[src/sv/pee_pkg.sv]
// prefix expression evaluator package: token codes, operation and state types,
// and the control structs passed between the sequencer, stack and arithmetic unit
// no dependencies
package pee_pkg;

    localparam int TOKEN_COUNT = 8;
    localparam int TOKEN_W     = 4;
    localparam int TOK_IDX_W   = $clog2(TOKEN_COUNT);
    localparam int DEPTH_W     = $clog2(TOKEN_COUNT + 1);
    localparam int X_W         = 32;
    localparam int RESULT_W    = 32;

    localparam logic [TOKEN_W-1:0] TK_DIGIT_MAX = 4'd9;
    localparam logic [TOKEN_W-1:0] TK_X         = 4'd10;
    localparam logic [TOKEN_W-1:0] TK_ADD       = 4'd11;
    localparam logic [TOKEN_W-1:0] TK_SUB       = 4'd12;
    localparam logic [TOKEN_W-1:0] TK_MUL       = 4'd13;
    localparam logic [TOKEN_W-1:0] TK_DIV       = 4'd14;

    typedef enum logic [1:0] {
        OP_ADD,
        OP_SUB,
        OP_MUL,
        OP_DIV
    } t_op;

    typedef enum logic [2:0] {
        S_IDLE,
        S_TOKEN,
        S_POP_B,
        S_LOAD,
        S_ALU,
        S_FINAL,
        S_OUT
    } t_seq_state;

    typedef enum logic [1:0] {
        A_IDLE,
        A_RUN,
        A_DONE
    } t_alu_state;

    typedef struct packed {
        logic start;
        t_op  op;
    } t_alu_req;

    typedef struct packed {
        logic clear;
        logic push;
        logic pop;
    } t_stk_ctl;

endpackage

[src/sv/pee_stack.sv]
// operand stack of the prefix expression evaluator: small memory with depth count
// and a registered read port; a pop of an empty stack reads zero
// depends on pee_pkg
module pee_stack import pee_pkg::*; #(
    parameter int VALUE_WIDTH = 32
) (
    input  logic                   i_clk,
    input  logic                   i_rst_n,
    input  t_stk_ctl               i_ctl,
    input  logic [VALUE_WIDTH-1:0] i_data,
    output logic [VALUE_WIDTH-1:0] o_data
);

    logic [VALUE_WIDTH-1:0] r_mem [TOKEN_COUNT];
    logic [VALUE_WIDTH-1:0] r_rd;
    logic [DEPTH_W-1:0]     r_depth;
    logic [DEPTH_W-1:0]     n_depth;
    logic [DEPTH_W-1:0]     top_idx;

    assign top_idx = r_depth - DEPTH_W'(1);
    assign o_data  = r_rd;

    always_comb begin
        n_depth = r_depth;
        if (i_ctl.clear) begin
            n_depth = '0;
        end else if (i_ctl.push && (r_depth != DEPTH_W'(TOKEN_COUNT))) begin
            n_depth = r_depth + DEPTH_W'(1);
        end else if (i_ctl.pop && (r_depth != '0)) begin
            n_depth = top_idx;
        end
    end

    always_ff @(posedge i_clk) begin
        if (!i_rst_n) begin
            r_depth <= '0;
        end else begin
            r_depth <= n_depth;
        end
    end

    always_ff @(posedge i_clk) begin
        if (i_ctl.push && !i_ctl.clear && (r_depth != DEPTH_W'(TOKEN_COUNT))) begin
            r_mem[r_depth[TOK_IDX_W-1:0]] <= i_data;
        end
        if (i_ctl.pop) begin
            if (r_depth != '0) begin
                r_rd <= r_mem[top_idx[TOK_IDX_W-1:0]];
            end else begin
                r_rd <= '0;
            end
        end
    end

`ifndef SYNTHESIS
    a_no_push_pop: assert property (@(posedge i_clk) disable iff (!i_rst_n)
        !(i_ctl.push && i_ctl.pop))
        else $error("stack push and pop in one cycle");
    a_depth_bound: assert property (@(posedge i_clk) disable iff (!i_rst_n)
        r_depth <= DEPTH_W'(TOKEN_COUNT))
        else $error("stack depth beyond capacity");
    a_clear_empties: assert property (@(posedge i_clk) disable iff (!i_rst_n)
        i_ctl.clear |=> (r_depth == '0))
        else $error("stack not empty after clear");
`endif

endmodule

[src/sv/pee_alu.sv]
// shared arithmetic unit of the prefix expression evaluator: add and subtract in one
// step, shift-add multiply and restoring divide one bit per cycle, wrapping arithmetic
// depends on pee_pkg
module pee_alu import pee_pkg::*; #(
    parameter int VALUE_WIDTH = 32
) (
    input  logic                   i_clk,
    input  logic                   i_rst_n,
    input  t_alu_req               i_req,
    input  logic [VALUE_WIDTH-1:0] i_a,
    input  logic [VALUE_WIDTH-1:0] i_b,
    output logic                   o_done,
    output logic [VALUE_WIDTH-1:0] o_result
);

    localparam int VW = VALUE_WIDTH;
    localparam int CW = $clog2(VALUE_WIDTH);

    t_alu_state      r_state;
    t_alu_state      n_state;
    t_op             r_op;
    logic [VW-1:0]   r_acc;
    logic [VW-1:0]   r_x;
    logic [VW-1:0]   r_y;
    logic [VW-1:0]   r_rem;
    logic            r_neg;
    logic            r_zero;
    logic [CW-1:0]   r_cnt;
    logic [VW:0]     rem_sh;
    logic [VW:0]     diff;
    logic            last_step;

    assign rem_sh    = {r_rem, r_x[VW-1]};
    assign diff      = rem_sh - {1'b0, r_y};
    assign last_step = (r_op == OP_ADD) || (r_op == OP_SUB) || (r_cnt == CW'(VW - 1));

    // next state
    always_comb begin
        n_state = r_state;
        unique case (r_state)
            A_IDLE: begin
                if (i_req.start) begin
                    n_state = A_RUN;
                end
            end
            A_RUN: begin
                if (last_step) begin
                    n_state = A_DONE;
                end
            end
            A_DONE: begin
                n_state = A_IDLE;
            end
            default: begin
                n_state = A_IDLE;
            end
        endcase
    end

    // outputs
    always_comb begin
        o_done   = 1'b0;
        o_result = r_acc;
        unique case (r_state)
            A_DONE: begin
                o_done = 1'b1;
                if (r_op == OP_DIV) begin
                    if (r_zero) begin
                        o_result = '0;
                    end else if (r_neg) begin
                        o_result = '0 - r_x;
                    end else begin
                        o_result = r_x;
                    end
                end
            end
            default: begin
                o_done = 1'b0;
            end
        endcase
    end

    always_ff @(posedge i_clk) begin
        if (!i_rst_n) begin
            r_state <= A_IDLE;
        end else begin
            r_state <= n_state;
        end
    end

    always_ff @(posedge i_clk) begin
        if (r_state == A_IDLE && i_req.start) begin
            r_op   <= i_req.op;
            r_cnt  <= '0;
            r_acc  <= '0;
            r_rem  <= '0;
            r_neg  <= i_a[VW-1] ^ i_b[VW-1];
            r_zero <= (i_b == '0);
            if (i_req.op == OP_DIV) begin
                r_x <= i_a[VW-1] ? ('0 - i_a) : i_a;
                r_y <= i_b[VW-1] ? ('0 - i_b) : i_b;
            end else begin
                r_x <= i_a;
                r_y <= i_b;
            end
        end else if (r_state == A_RUN) begin
            r_cnt <= r_cnt + CW'(1);
            case (r_op)
                OP_ADD: begin
                    r_acc <= r_x + r_y;
                end
                OP_SUB: begin
                    r_acc <= r_x - r_y;
                end
                OP_MUL: begin
                    if (r_y[0]) begin
                        r_acc <= r_acc + r_x;
                    end
                    r_x <= {r_x[VW-2:0], 1'b0};
                    r_y <= {1'b0, r_y[VW-1:1]};
                end
                default: begin
                    if (!diff[VW]) begin
                        r_rem <= diff[VW-1:0];
                    end else begin
                        r_rem <= rem_sh[VW-1:0];
                    end
                    r_x <= {r_x[VW-2:0], !diff[VW]};
                end
            endcase
        end
    end

`ifndef SYNTHESIS
    a_done_single: assert property (@(posedge i_clk) disable iff (!i_rst_n)
        o_done |=> !o_done)
        else $error("arithmetic done held for more than one cycle");
    a_start_idle: assert property (@(posedge i_clk) disable iff (!i_rst_n)
        i_req.start |-> (r_state == A_IDLE))
        else $error("arithmetic unit started while busy");
    a_add_fast: assert property (@(posedge i_clk) disable iff (!i_rst_n)
        (r_state == A_RUN && (r_op == OP_ADD || r_op == OP_SUB)) |=> o_done)
        else $error("add or subtract took more than one step");
`endif

endmodule

[src/sv/prefix_expression_evaluator.sv]
// prefix expression evaluator top level: token sequencer over the operand stack and the
// shared arithmetic unit; depends on pee_pkg, pee_stack and pee_alu
// tokens are scanned from token 7 down to token 0: a digit or x is pushed, an unused code
// is skipped, and + - * / pop two operands, run the arithmetic unit and push its result
// throughput: one transaction at a time, busy high through the o_valid cycle;
// reset: synchronous active-low, idle with stack empty
module prefix_expression_evaluator import pee_pkg::*; #(
    parameter int VALUE_WIDTH = 32
) (
    input  logic                       i_clk,
    input  logic                       i_rst_n,
    input  logic                       start,
    output logic                       busy,
    input  logic [TOKEN_W-1:0]         i_token_0,
    input  logic [TOKEN_W-1:0]         i_token_1,
    input  logic [TOKEN_W-1:0]         i_token_2,
    input  logic [TOKEN_W-1:0]         i_token_3,
    input  logic [TOKEN_W-1:0]         i_token_4,
    input  logic [TOKEN_W-1:0]         i_token_5,
    input  logic [TOKEN_W-1:0]         i_token_6,
    input  logic [TOKEN_W-1:0]         i_token_7,
    input  logic signed [X_W-1:0]      i_x_value,
    output logic                       o_valid,
    output logic signed [RESULT_W-1:0] o_result_value
);

    localparam int VW = VALUE_WIDTH;

    t_seq_state          r_state;
    t_seq_state          n_state;
    logic [TOKEN_W-1:0]  r_tok [TOKEN_COUNT];
    logic [VW-1:0]       r_x;
    logic [TOK_IDX_W-1:0] r_idx;
    t_op                 r_op;
    logic [VW-1:0]       r_a;
    logic [TOKEN_W-1:0]  cur_tok;
    logic                is_op;
    logic                is_val;
    logic                last_tok;
    t_op                 tok_op;
    t_stk_ctl            stk_ctl;
    logic [VW-1:0]       stk_wdata;
    logic [VW-1:0]       stk_rdata;
    t_alu_req            alu_req;
    logic                alu_done;
    logic [VW-1:0]       alu_result;

    assign cur_tok  = r_tok[r_idx];
    assign is_op    = (cur_tok >= TK_ADD) && (cur_tok <= TK_DIV);
    assign is_val   = (cur_tok <= TK_X);
    assign last_tok = (r_idx == '0);

    always_comb begin
        unique case (cur_tok)
            TK_SUB:  tok_op = OP_SUB;
            TK_MUL:  tok_op = OP_MUL;
            TK_DIV:  tok_op = OP_DIV;
            default: tok_op = OP_ADD;
        endcase
    end

    // next state
    always_comb begin
        n_state = r_state;
        unique case (r_state)
            S_IDLE: begin
                if (start) begin
                    n_state = S_TOKEN;
                end
            end
            S_TOKEN: begin
                if (is_op) begin
                    n_state = S_POP_B;
                end else if (last_tok) begin
                    n_state = S_FINAL;
                end
            end
            S_POP_B: begin
                n_state = S_LOAD;
            end
            S_LOAD: begin
                n_state = S_ALU;
            end
            S_ALU: begin
                if (alu_done) begin
                    n_state = last_tok ? S_FINAL : S_TOKEN;
                end
            end
            S_FINAL: begin
                n_state = S_OUT;
            end
            S_OUT: begin
                n_state = S_IDLE;
            end
            default: begin
                n_state = S_IDLE;
            end
        endcase
    end

    // outputs
    always_comb begin
        busy           = 1'b1;
        o_valid        = 1'b0;
        o_result_value = RESULT_W'($signed(stk_rdata));
        stk_ctl        = '0;
        stk_wdata      = alu_result;
        alu_req.start  = 1'b0;
        alu_req.op     = r_op;
        unique case (r_state)
            S_IDLE: begin
                busy          = 1'b0;
                stk_ctl.clear = start;
            end
            S_TOKEN: begin
                stk_ctl.pop  = is_op;
                stk_ctl.push = is_val;
                if (cur_tok == TK_X) begin
                    stk_wdata = r_x;
                end else begin
                    stk_wdata = VW'(cur_tok);
                end
            end
            S_POP_B: begin
                stk_ctl.pop = 1'b1;
            end
            S_LOAD: begin
                alu_req.start = 1'b1;
            end
            S_ALU: begin
                stk_ctl.push = alu_done;
            end
            S_FINAL: begin
                stk_ctl.pop = 1'b1;
            end
            S_OUT: begin
                o_valid = 1'b1;
            end
            default: begin
                busy = 1'b1;
            end
        endcase
    end

    always_ff @(posedge i_clk) begin
        if (!i_rst_n) begin
            r_state <= S_IDLE;
        end else begin
            r_state <= n_state;
        end
    end

    always_ff @(posedge i_clk) begin
        if (r_state == S_IDLE && start) begin
            r_tok[0] <= i_token_0;
            r_tok[1] <= i_token_1;
            r_tok[2] <= i_token_2;
            r_tok[3] <= i_token_3;
            r_tok[4] <= i_token_4;
            r_tok[5] <= i_token_5;
            r_tok[6] <= i_token_6;
            r_tok[7] <= i_token_7;
            r_x      <= VW'(i_x_value);
            r_idx    <= TOK_IDX_W'(TOKEN_COUNT - 1);
        end
        if (r_state == S_TOKEN) begin
            r_op <= tok_op;
            if (!is_op) begin
                r_idx <= r_idx - TOK_IDX_W'(1);
            end
        end
        if (r_state == S_POP_B) begin
            r_a <= stk_rdata;
        end
        if (r_state == S_ALU && alu_done) begin
            r_idx <= r_idx - TOK_IDX_W'(1);
        end
    end

    pee_stack #(
        .VALUE_WIDTH(VW)
    ) u_stack (
        .i_clk  (i_clk),
        .i_rst_n(i_rst_n),
        .i_ctl  (stk_ctl),
        .i_data (stk_wdata),
        .o_data (stk_rdata)
    );

    pee_alu #(
        .VALUE_WIDTH(VW)
    ) u_alu (
        .i_clk   (i_clk),
        .i_rst_n (i_rst_n),
        .i_req   (alu_req),
        .i_a     (r_a),
        .i_b     (stk_rdata),
        .o_done  (alu_done),
        .o_result(alu_result)
    );

`ifndef SYNTHESIS
    a_start_busy: assert property (@(posedge i_clk) disable iff (!i_rst_n)
        (start && !busy) |=> busy)
        else $error("transaction accepted but not busy");
    a_valid_pulse: assert property (@(posedge i_clk) disable iff (!i_rst_n)
        o_valid |=> (!o_valid && !busy))
        else $error("result strobe not a single cycle before idle");
    a_alu_wait: assert property (@(posedge i_clk) disable iff (!i_rst_n)
        alu_done |-> (r_state == S_ALU))
        else $error("arithmetic result arrived outside its wait state");
`endif

endmodule
[config.mk]
export PLATFORM = sky130hd
export DESIGN_NAME = prefix_expression_evaluator
export DESIGN_NICKNAME = d
export VERILOG_FILES = /design/src/sv/pee_pkg.sv /design/src/sv/pee_stack.sv /design/src/sv/pee_alu.sv /design/src/sv/prefix_expression_evaluator.sv
export SDC_FILE = /design/constraint.sdc
export NUM_CORES = 1
export LEC_CHECK = 0
export CORE_MARGIN = 4
export CORE_UTILIZATION = 65
export CTS_BUF_LIST = sky130_fd_sc_hd__clkbuf_8
export CTS_CLUSTER_DIAMETER = 60
export DETAILED_ROUTE_END_ITERATION = 16
export DONT_BUFFER_PORTS = 1
export PLACE_DENSITY = 0.91
export RECOVER_POWER = 50
export SLEW_MARGIN = 20
export SYNTH_ARGS = -nofsm -noshare
export SYNTH_HDL_FRONTEND = slang
export SYNTH_SLANG_ARGS = --single-unit
[constraint.sdc]
create_clock -name i_clk -period 13.7 [get_ports i_clk]
set_input_delay 2.74 -clock i_clk [delete_from_list [all_inputs] [get_ports i_clk]]
set_output_delay 2.74 -clock i_clk [all_outputs]
set_load 0.03 [all_outputs]
### Word-level counts from Yosys, hierarchy flattened

Memories as Yosys holds them, arrays and structs flattened. A register that Yosys moved wholly into a read port is not among the register bits.
Index checks and enable logic that the tools add are counted.

* bits in registers: 215
* bits in latches: 0
* RAM bits: 288
* memory bits (read-only): 0
* input port bits: 67
* output and inout bits: 34
* word-level logic and storage cells: 138
* memories kept: 2

* $add $sub $neg: 11
* multiply operators: 0
* div/mod/pow operators: 0
* magnitude comparators: 3
* equality and inequality tests: 25
* shift-type cells: 0
* mux-type cells: 46
* bitwise gates (word level): 3
* reduce and logical (&&, ||, !) cells: 33

Memories
* u_stack.r_mem: words 8, width 32, read ports 1, clocked after Yosys merged registers in 1, write ports 1, line pee_stack.sv:14 `logic [VALUE_WIDTH-1:0] r_mem [TOKEN_COUNT];`
* r_tok: words 8, width 4, read ports 1, clocked after Yosys merged registers in 1, write ports 8, line prefix_expression_evaluator.sv:31 `logic [TOKEN_W-1:0] r_tok [TOKEN_COUNT];`

Operators with widths (number)
* 32-bit two-way mux: 17
* 32-bit case mux with 3 select lines: 1
* 1-bit by 32-bit subtractor with 32-bit output (first input constant): 3
* 32-bit adder: 2
* 32-bit case mux with 2 select lines: 1
* 33-bit by 32-bit subtractor with 33-bit output: 1
* 32-bit zero test: 1
* 32-bit subtractor: 1
* 3-bit two-way mux: 9
* 3-bit case mux with 6 select lines: 1
* 4-bit equality test (second input constant): 4
* 3-bit equality test (second input constant): 3
* 1-bit two-way mux: 9
* 2-bit equality test (second input constant): 4
* 4-bit less-or-equal comparator (second input constant): 2
* 1-bit logical AND: 8
* 4-bit two-way mux: 2
* 2-bit by 1-bit inequality test with 1-bit output (second input constant): 4
* 2-bit AND reduction: 4
* 3-bit by 2-bit equality test with 1-bit output (second input constant): 2
* 3-bit zero test: 2
* 2-bit case mux with 3 select lines: 1
* 3-bit AND reduction: 2
* 2-bit nonzero test: 3
* 23 further kinds: 34

### Longest topological paths before layout

Gate-level depths: netlist of run 1.

* depth in word-level cells: 7
* mapped depth: 21

### Cells and area by module

From an unflattened synthesis of run 1, not the netlist that was laid out.

* cells, all modules: 2436
* area, all modules: 27689.1 um^2

By module, submodules not included
* pee_alu: times used 1, cells an instance 1618, area each 12371.9 um^2, sequential area each 3463.3 um^2
* pee_stack: times used 1, cells an instance 535, area each 11115.7 um^2, sequential area each 8728.4 um^2
* prefix_expression_evaluator: times used 1, cells an instance 283, area each 4201.5 um^2, sequential area each 3062.9 um^2

### Worst setup path after synthesis of run 1

No wires, ideal clock.

* path kind: input port to flip-flop
* from: input port start
* to: register r_idx[2]
* data arrival time: 6049 ps
* path slack: 7576 ps
* stages: 5
* path through: inv_1 nor2_1 mux2_1 nor2_1 a31oi_1

* word-level cells in the longest chain between the ends: 5

RTL lines
* start: declaration: line prefix_expression_evaluator.sv:12 `input logic start,`
* 1-bit logical AND (*): line prefix_expression_evaluator.sv:154 `if (r_state == S_IDLE && start) begin`
* 3-bit two-way mux (*): line prefix_expression_evaluator.sv:154
* 3-bit two-way mux: line prefix_expression_evaluator.sv:168 `if (!is_op) begin`
* 3-bit two-way mux (*): line prefix_expression_evaluator.sv:166 `if (r_state == S_TOKEN) begin`
* 3-bit two-way mux (*): line prefix_expression_evaluator.sv:175 `if (r_state == S_ALU && alu_done) begin`
* end signal: assignment: line prefix_expression_evaluator.sv:164 `r_idx <= TOK_IDX_W'(TOKEN_COUNT - 1);`
* end signal: assignment: line prefix_expression_evaluator.sv:169 `r_idx <= r_idx - TOK_IDX_W'(1);`
* end signal: assignment: line prefix_expression_evaluator.sv:176 `r_idx <= r_idx - TOK_IDX_W'(1);`
* end: declaration: line prefix_expression_evaluator.sv:33 `logic [TOK_IDX_W-1:0] r_idx;`

Mark *: on every way between the ends. The rest lies on a longest branch, timed or not.
A chain may end at the register's enable or synchronous reset.

### Worst setup path in the final report of run 1

* from: register u_stack.r_depth[0]
* to: register u_stack.r_rd[7] (netlist: u_stack.o_data[7]), read port of u_stack.r_mem, data pin

* word-level cells in the longest chain between the ends: 2

RTL lines
* start: declaration: line pee_stack.sv:16 `logic [DEPTH_W-1:0] r_depth;`
* start signal: assignment: line pee_stack.sv:38 `r_depth <= n_depth;`
* parallel branches: the longest is 2 deep, another holds 4-bit by 1-bit subtractor with 4-bit output
* end: declaration: line pee_stack.sv:15 `logic [VALUE_WIDTH-1:0] r_rd;`

Several ways; the timed one is not identified.

==> results by group, run 1 <==
Outcome
  • Outcome: complete, but fails checks
  • Violated checks: max-capacitance violations, max-slew violations

Floorplan
  • I/O pin total: 101
  • Die Span X: 213 um
  • Std cell rows: 74
  • Core region area: 41200 sq um
  • Die boundary height: 213 um
  • Initial core utilization: 0.663
  • Die area: 45400 sq um

Power and ir drop
  • Power per cell area: 190 nW/um^2
  • Worst ir drop on vdd: 189 uV
  • Total power: 5.60 mW
  • Reported leakage power: 10.2 nW

Placement
  • Post-DP HPWL: 52300 um
  • Placer's final routability congestion estimate: 1.00
  • Count of buffers from port buffering: 0
  • Worst setup slack before clock tree synthesis: 8.77 ns
  • Cell total after placement: 2807

Critical path
  • Worst setup path category: reg -> reg
  • Critical register-to-register path startpoint: u_stack.r_depth[0]$_SDFFE_PP0P_
  • Capturing element type of the critical path: flop
  • Element type at the critical path start: flop
  • Required time of the worst setup path: 14.14 ns
  • Logic depth of the worst register-to-register path: 6
  • Longest individual stage delay on the worst path: 2.73 ns
  • Slack of the worst reg-to-reg path: 7.53 ns
  • Worst path cell trace: inv_1, ha_1, clkbuf_1, mux4_2, nand2_1, a21oi_1
  • Crit path buf inv count: 2
  • Arrival time at the worst endpoint: 6.61 ns
  • Critical-path maximum fanout: 64
  • Critical-path top delay cell: sky130_fd_sc_hd__clkbuf_1
  • Number of stages on the worst setup path: 6
  • Crit Reg-Reg Endpoint: u_stack.o_data[7]$_SDFFCE_PP0P_
  • Kind of cell adding the most delay to the critical path: buffers and inverters

Synthesis
  • Net count after synthesis: 2520
  • Flop and latch count out of synthesis: 535
  • Syn_area_per_cell: 11.6 sq um
  • Share of flip-flops with an asynchronous set or reset after synthesis: 0
  • Proportion of synthesized chip area in sequential cells: 0.558
  • Commonest register cell after synthesis: sky130_fd_sc_hd__edfxtp_1
  • Number of unique standard cell types used by synthesis: 78
  • Number of synthesized flops with an enable pin: 454
  • Yosys synthesis warning count: 0
  • Cell count after synthesis: 2366
  • Cell area after technology mapping: 27300 sq um

Timing
  • Period minus WS final: 6.17 ns
  • Post-Route Skew: 0.0391 ns
  • Total Negative Setup Slacks: 0 ns
  • Rel. slew slack: -1.60
  • Share of the clock period used by the worst path after layout: 0.450
  • RSZ-0062 raised after global routing: false
  • Transition time at the pin with the least slew margin: 3.90 ns
  • Count of final setup violators: 0
  • Setup WS post-layout: 7.53 ns
  • Fmax: 0.162 GHz
  • Final Slew Violations: 469
  • Final Hold Vio Count: 0

Final layout
  • Most common cell after layout, fill and taps aside: sky130_fd_sc_hd__edfxtp_1
  • Layout Utilization: 0.714
  • Final net count: 2515
  • Number of cells in the finished layout apart from fillers: 2955
  • Leading cell types in the layout, fill and taps excluded: sky130_fd_sc_hd__edfxtp_1 (454), sky130_fd_sc_hd__nand2_1 (288), sky130_fd_sc_hd__a21oi_1 (199), sky130_fd_sc_hd__o21ai_0 (169), sky130_fd_sc_hd__nor2_1 (115)
  • Area growth from synthesis to layout: 7.60%
  • Proportion of layout cells with a drive suffix above 1: 0.0933

CTS
  • Cell at the root of the clock tree: sky130_fd_sc_hd__clkbuf_8
  • Sinks on Clock Net: 535
  • Max Buffers Root-to-Sink: 3
  • CTS Hold Bufs: 0
  • Clock transition time at the flip-flop clock pins of the worst setup and hold paths: 0.06 ns
  • TritonCTS clock tree: built
  • Number of levels the H-tree was split into: 3
  • Post-cts resize count: 0
  • Inserted Clock Buffers: 84
  • Clock insertion delay at the later pin of the skew report: 0.70 ns
  • # Post-CTS Setup Buffers: 0

Drt
  • 1st-iter DRT viols: 3142
  • Routed metal-1 wirelength: 27200 um
  • Length of routed met2 wiring: 36800 um
  • DR WL met3: 9510 um
  • Via count: 20.7k
  • Total wirelength of the detailed-routed design: 78300 um
  • Avg WL per Cell: 26.5 um
  • DRC Markers: 0
  • Via density per instance: 7.02
  • Remaining antenna violation count after routing: 0
  • Highest metal layer with signal wires: met5
  • Number of detailed-routing iterations run before antenna repair: 7

GRT
  • Antenna violations before repair: 4
  • Gr ovfl total: 0
  • Vias in the first global route: 20.5k
  • Total track usage: 0.345
  • Maximum number of pins on one net before global-route repair: 103
  • Global-route wire length before repair: 120000 um

Hold path
  • Worst hold-check path type: reg -> reg
  • WHS Endpoint: u_alu.r_cnt[4]$_SDFFE_PP0P_
  • Hold Path Depth: 2
  • Hold path start: u_alu.r_cnt[4]$_SDFFE_PP0P_

Run
  • Maximum Capacitance Violations: 10
## worst max path at each step
stage                                          from                              end
CTS                         u_alu.r_op[0]$_DFFE_PP_     u_alu.r_acc[30]$_SDFFE_PP0P_
detailed placement          u_alu.r_op[0]$_DFFE_PP_     u_alu.r_acc[30]$_SDFFE_PP0P_
global placement            u_alu.r_op[0]$_DFFE_PP_     u_alu.r_acc[30]$_SDFFE_PP0P_
finish              u_stack.r_depth[0]$_SDFFE_PP0P_  u_stack.o_data[7]$_SDFFCE_PP0P_
floorplan                                     start                 r_idx[2]$_DFF_P_
global route        u_stack.r_depth[0]$_SDFFE_PP0P_  u_stack.o_data[7]$_SDFFCE_PP0P_
## per-layer routing
layer,vias up,track usage
met5,-,0
met3,388,0.0864
met4,2,0.171
met2,1627,0.560
li1,8944,-
met1,9781,0.439
## sequential cells by signal (all words and copies together), names as in the netlist, 3 cells and up
register	count
u_alu.r_cnt	5
u_alu.r_x	32
r_tok	32
u_stack.r_mem	256
u_alu.r_acc	32
r_x	32
r_state	3
r_a	32
u_stack.o_data	32
u_stack.r_depth	4
u_alu.r_y	32
u_alu.r_rem	32
r_idx	3
## stage by stage
| step | cell area (sq um) | hold slack, ns |
|---|---|---|
| floorplan | 27300 | 0.438 |
| global placement | 27900 | 0.447 |
| detailed placement | 27900 | 0.457 |
| CTS | 29500 | 0.465 |
| global route | 29400 | 0.488 |
| finish | 29400 | 0.461 |
## Yosys cell counts, types with 11 or more instances
library cell	instances	share of area
sky130_fd_sc_hd__a221oi_1	14	0.0045
sky130_fd_sc_hd__nand2_1	288	0.040
sky130_fd_sc_hd__a22oi_1	14	0.0038
sky130_fd_sc_hd__or4_1	11	0.0030
sky130_fd_sc_hd__nand2b_1	24	0.0055
sky130_fd_sc_hd__a21o_1	25	0.0069
sky130_fd_sc_hd__o21ai_0	168	0.031
sky130_fd_sc_hd__or3_1	17	0.0039
sky130_fd_sc_hd__a31oi_1	12	0.0027
sky130_fd_sc_hd__edfxtp_1	454	0.50
sky130_fd_sc_hd__mux2i_1	42	0.015
sky130_fd_sc_hd__a211oi_1	27	0.0074
sky130_fd_sc_hd__dfxtp_1	81	0.059
sky130_fd_sc_hd__a21oi_1	198	0.036
sky130_fd_sc_hd__mux4_2	72	0.059
sky130_fd_sc_hd__nor4_1	16	0.0037
sky130_fd_sc_hd__xor2_1	57	0.018
sky130_fd_sc_hd__nor3_1	62	0.011
sky130_fd_sc_hd__o31ai_1	20	0.0055
sky130_fd_sc_hd__o21ai_1	11	0.0020
sky130_fd_sc_hd__clkbuf_1	109	0.015
sky130_fd_sc_hd__o21a_1	17	0.0047
sky130_fd_sc_hd__nor2_1	120	0.016
sky130_fd_sc_hd__o211ai_1	23	0.0063
sky130_fd_sc_hd__o221ai_1	16	0.0051
sky130_fd_sc_hd__nand4_1	17	0.0039
sky130_fd_sc_hd__ha_1	85	0.039
sky130_fd_sc_hd__xnor2_1	92	0.029
sky130_fd_sc_hd__inv_1	72	0.0099
sky130_fd_sc_hd__o41ai_1	16	0.0051
sky130_fd_sc_hd__nand3_1	60	0.011
## area by class of cell
class                      count  area [sq um]
sequential                   535         15300
clock buffer                  89          1220
timing repair buffer          33           223
antenna                        1          2.50
clock inverter                58           353
multi-input combinational   1633         11400
fill                        2470         11800
tap                          532           666
inverter                      74           278
## kinds of logic (layout without fill, tap and decap cells)
kind of cell | after synthesis | after routing | share of synthesized area
adders and majority gates | 87 | 87 | 0.0404
DFF | 535 | 535 | 0.558
xor gates and xnor gates | 149 | 149 | 0.0477
and+or+nand+nor | 670 | 670 | 0.113
buffers and inverters | 198 | 254 | 0.0278
muxes | 119 | 119 | 0.0768
AOI/OAI and AO/OA | 608 | 608 | 0.136
other | 0 | 1 | 0
## where the power goes
group          internal [mW]  switching (mW)  total [mW]  leakage [nW]
Combinational          0.618            1.11        1.73          4.45
Clock                  0.648           0.665        1.31         0.924
Sequential              2.21           0.352        2.56          4.85
Total                   3.47            2.13        5.60          10.2
## worst reg2reg max path, cell delays in order, from the launching register on
cell and delay, ns:
sky130_fd_sc_hd__dfxtp_1 1.29, sky130_fd_sc_hd__inv_1 0.29, sky130_fd_sc_hd__ha_1 0.43, sky130_fd_sc_hd__clkbuf_1 2.73, sky130_fd_sc_hd__mux4_2 0.72, sky130_fd_sc_hd__nand2_1 0.09, sky130_fd_sc_hd__a21oi_1 0.36
(Power assumes the default switching activity.)
==> run 2, diff against run 1 <==
--- a/config.mk
+++ b/config.mk
@@ -6,12 +6,12 @@
 export NUM_CORES = 1
 export LEC_CHECK = 0
 export CORE_MARGIN = 4
-export CORE_UTILIZATION = 65
+export CORE_UTILIZATION = 60
 export CTS_BUF_LIST = sky130_fd_sc_hd__clkbuf_8
 export CTS_CLUSTER_DIAMETER = 60
 export DETAILED_ROUTE_END_ITERATION = 16
 export DONT_BUFFER_PORTS = 1
-export PLACE_DENSITY = 0.91
+export PLACE_DENSITY = 0.89
 export RECOVER_POWER = 50
 export SLEW_MARGIN = 20
 export SYNTH_ARGS = -nofsm -noshare
==> constraint.sdc (replaced) <==
create_clock -name i_clk -period 5.11 [get_ports i_clk]
set_input_delay 1.022 -clock i_clk [delete_from_list [all_inputs] [get_ports i_clk]]
set_output_delay 1.022 -clock i_clk [all_outputs]
set_load 0.03 [all_outputs]
==> run 2 against run 1 <==
The run still ends with max-capacitance violations, max-slew violations left. Hold slack got worse by 0.030 ns. Setup slack worse by 7.2 ns. Die area is 8.0% higher. Global-route usage is 5.2 points lower. Fmax is 28% higher. Via count shrank 2.5%.
==> results by group, run 2 (synthesized netlist as in run 1, its figures left out) <==
CTS
  • Number of levels the H-tree was split into: 3 (unchanged)
  • Max Buffers Root-to-Sink: 3 (unchanged)
  • TritonCTS clock tree: built
  • Clock transition time at the flip-flop clock pins of the worst setup and hold paths: 0.06 ns (about the same)
  • Inserted Clock Buffers: 87 (+3.6%)
  • # Post-CTS Setup Buffers: 0 (unchanged)
  • Cell at the root of the clock tree: sky130_fd_sc_hd__clkbuf_8
  • Sinks on Clock Net: 535 (unchanged)
  • Clock insertion delay at the later pin of the skew report: 0.69 ns (about the same)

Timing
  • RSZ-0062 raised after global routing: false
  • Fmax: 0.207 GHz (+28%)
  • Total Negative Setup Slacks: 0 ns (unchanged)
  • Count of final setup violators: 0 (unchanged)
  • Transition time at the pin with the least slew margin: 2.71 ns (-1.18 ns)
  • Final Hold Vio Count: 0 (unchanged)
  • Rel. slew slack: -0.809 (+0.788)
  • Worst Hold Margin: 0.431 ns (-0.0301 ns)
  • Final Slew Violations: 394 (-16%)
  • Period minus WS final: 4.83 ns (-1.34 ns)
  • Post-Route Skew: 0.0297 ns (-0.00939 ns)
  • Share of the clock period used by the worst path after layout: 0.945 (+0.494)

GRT
  • Global-route wire length before repair: 114000 um (-5.1%)
  • M1 GR Usage: 0.376 (-0.0624)
  • Total track usage: 0.294 (-0.0517)
  • GRT met2 Usage: 0.489 (-0.0707)
  • Maximum number of pins on one net before global-route repair: 102 (-0.97%)
  • Busiest layer in global routing: met2
  • Gr ovfl total: 0 (unchanged)
  • Met3 Use GR: 0.0622 (-0.0242)
  • Vias in the first global route: 20.0k (-2.4%)
  • Antenna violations before repair: 4 (unchanged)

Placement
  • Count of buffers from port buffering: 0 (unchanged)
  • Placer's final routability congestion estimate: 0.948 (-5.3%)
  • Post-DP HPWL: 51000 um (-2.4%)
  • Cell total after placement: 2872 (+2.3%)

Final layout
  • Largest register FFs: 256 (unchanged)
  • Proportion of layout cells with a drive suffix above 1: 0.101 (+0.00796)
  • Number of cells in the finished layout apart from fillers: 3034 (+2.7%)
  • Area growth from synthesis to layout: 8.50%
  • Leading cell types in the layout, fill and taps excluded: sky130_fd_sc_hd__edfxtp_1 (454), sky130_fd_sc_hd__nand2_1 (288), sky130_fd_sc_hd__a21oi_1 (199), sky130_fd_sc_hd__o21ai_0 (168), sky130_fd_sc_hd__nor2_1 (113)
  • Final net count: 2523 (+0.32%)
  • Most common cell after layout, fill and taps aside: sky130_fd_sc_hd__edfxtp_1

Drt
  • Via count: 20.2k (-2.5%)
  • 1st-iter DRT viols: 2523 (-20%)
  • DRC Markers: 0 (unchanged)
  • Total wirelength of the detailed-routed design: 74000 um (-5.4%)
  • Avg WL per Cell: 24.4 um (-7.9%)
  • Via density per instance: 6.67 (-5.0%)
  • Number of detailed-routing iterations run before antenna repair: 6 (-1)
  • Remaining antenna violation count after routing: 0 (unchanged)

Critical path
  • Capturing element type of the critical path: flop
  • Worst setup path category: reg -> reg
  • Worst path cell trace: nor2_1, nand2_1, clkinv_1, clkbuf_1, o21ai_0
  • Logic depth of the worst register-to-register path: 5 (-1)
  • Slack of the worst reg-to-reg path: 0.28 ns (-7.25 ns)
  • Critical-path top delay cell: sky130_fd_sc_hd__clkbuf_1
  • Longest individual stage delay on the worst path: 1.94 ns (-0.79 ns)
  • Critical-path maximum fanout: 50 (-22%)
  • Arrival time at the worst endpoint: 4.99 ns (-1.62 ns)
  • Required time of the worst setup path: 5.27 ns (-8.87 ns)
  • Critical register-to-register path startpoint: r_state[2]$_SDFFE_PN0P_
  • Element type at the critical path start: flop
  • Crit Reg-Reg Endpoint: u_stack.r_mem[0][23]$_DFFE_PP_

Floorplan
  • Core region area: 44600 sq um (+8.3%)
  • Std cell rows: 77 (+4.1%)
  • I/O pin total: 101 (unchanged)
  • Initial core utilization: 0.613 (-0.0506)
  • Die boundary height: 221 um (+3.9%)
  • Die Span X: 221 um (+3.9%)
  • Die area: 49000 sq um (+8.0%)

Hold path
  • Worst hold-check path type: in -> reg
  • WHS Endpoint: r_x[27]$_DFFE_PP_
  • Hold Path Depth: 0 (-2)
  • Hold path start: i_x_value[27]

Power and ir drop
  • Power per cell area: 505 nW/um^2 (+170%)
  • Reported leakage power: 10.3 nW (+0.48%)
  • Worst ir drop on vdd: 437 uV (+130%)

Outcome
  • Violated checks: max-capacitance violations, max-slew violations
  • Outcome: complete, but fails checks

Run
  • Maximum Capacitance Violations: 8 (-2)
## run 2: metrics by stage
stage / util / total power [mW] / setup WS [ns] / area [sq um]
2_1_floorplan: - / 9.77 / 0.704 / 27300
3_5_place_dp: 0.629 / 11.2 / 0.253 / 28000
5_1_grt: 0.665 / 15.6 / 0.0237 / 29700
4_1_cts: 0.666 / 14.9 / 0.242 / 29700
6_report: 0.665 / 15.0 / 0.282 / 29700
3_3_place_gp: 0.629 / 10.9 / 0.372 / 28000
## run 2: what timing repair did
action                     in CTS  in global routing
hold buffers                    0                  0
setup endpoints to repair       0                  4
resized for setup               0                  1
## run 2: how the worst max path moves through the flow
stage / from / to / slack, ns / cells past startpoint
global placement: u_alu.r_y[1]$_DFFE_PP_ / u_alu.r_acc[30]$_SDFFE_PP0P_ / 0.37 / 20
global route: u_alu.r_y[1]$_DFFE_PP_ / u_alu.r_acc[30]$_SDFFE_PP0P_ / 0.02 / 20
finish: r_state[2]$_SDFFE_PN0P_ / u_stack.r_mem[0][23]$_DFFE_PP_ / 0.28 / 5
floorplan: start / r_idx[2]$_DFF_P_ / 0.70 / 5
detailed placement: u_alu.r_y[1]$_DFFE_PP_ / u_alu.r_acc[30]$_SDFFE_PP0P_ / 0.25 / 20
CTS: u_alu.r_y[1]$_DFFE_PP_ / u_alu.r_acc[30]$_SDFFE_PP0P_ / 0.24 / 20
## run 2: worst max-delay path: cells and delay by family (launching register included)
family          cells  cell delay, ns
compound gates      1            1.05
buf+inv             2            2.30
flops               1            0.35
simple gates        2            0.55
## run 2: metal layers
layer	part of all wire	wire length, um	up-vias
li1	-	-	8959
met1	0.37	27400	9775
met2	0.48	35600	1255
met3	0.10	7750	237
met4	0.043	3200	2
met5	0.00027	20	-
## run 2: where the power goes
| group | internal [mW] | switching, mW |
|---|---|---|
| registers | 5.91 | 0.937 |
| logic | 1.61 | 2.87 |
| clock network | 1.89 | 1.76 |
| total | 9.41 | 5.57 |
## run 2: layout make-up
cell class,count,area (sq um)
multi-input combinational,1633,11400
clock buffer,89,1220
sequential,535,15300
inverter,74,278
antenna,3,7.51
fill,3078,14900
clock inverter,70,449
timing repair buffer,38,264
tap,592,741
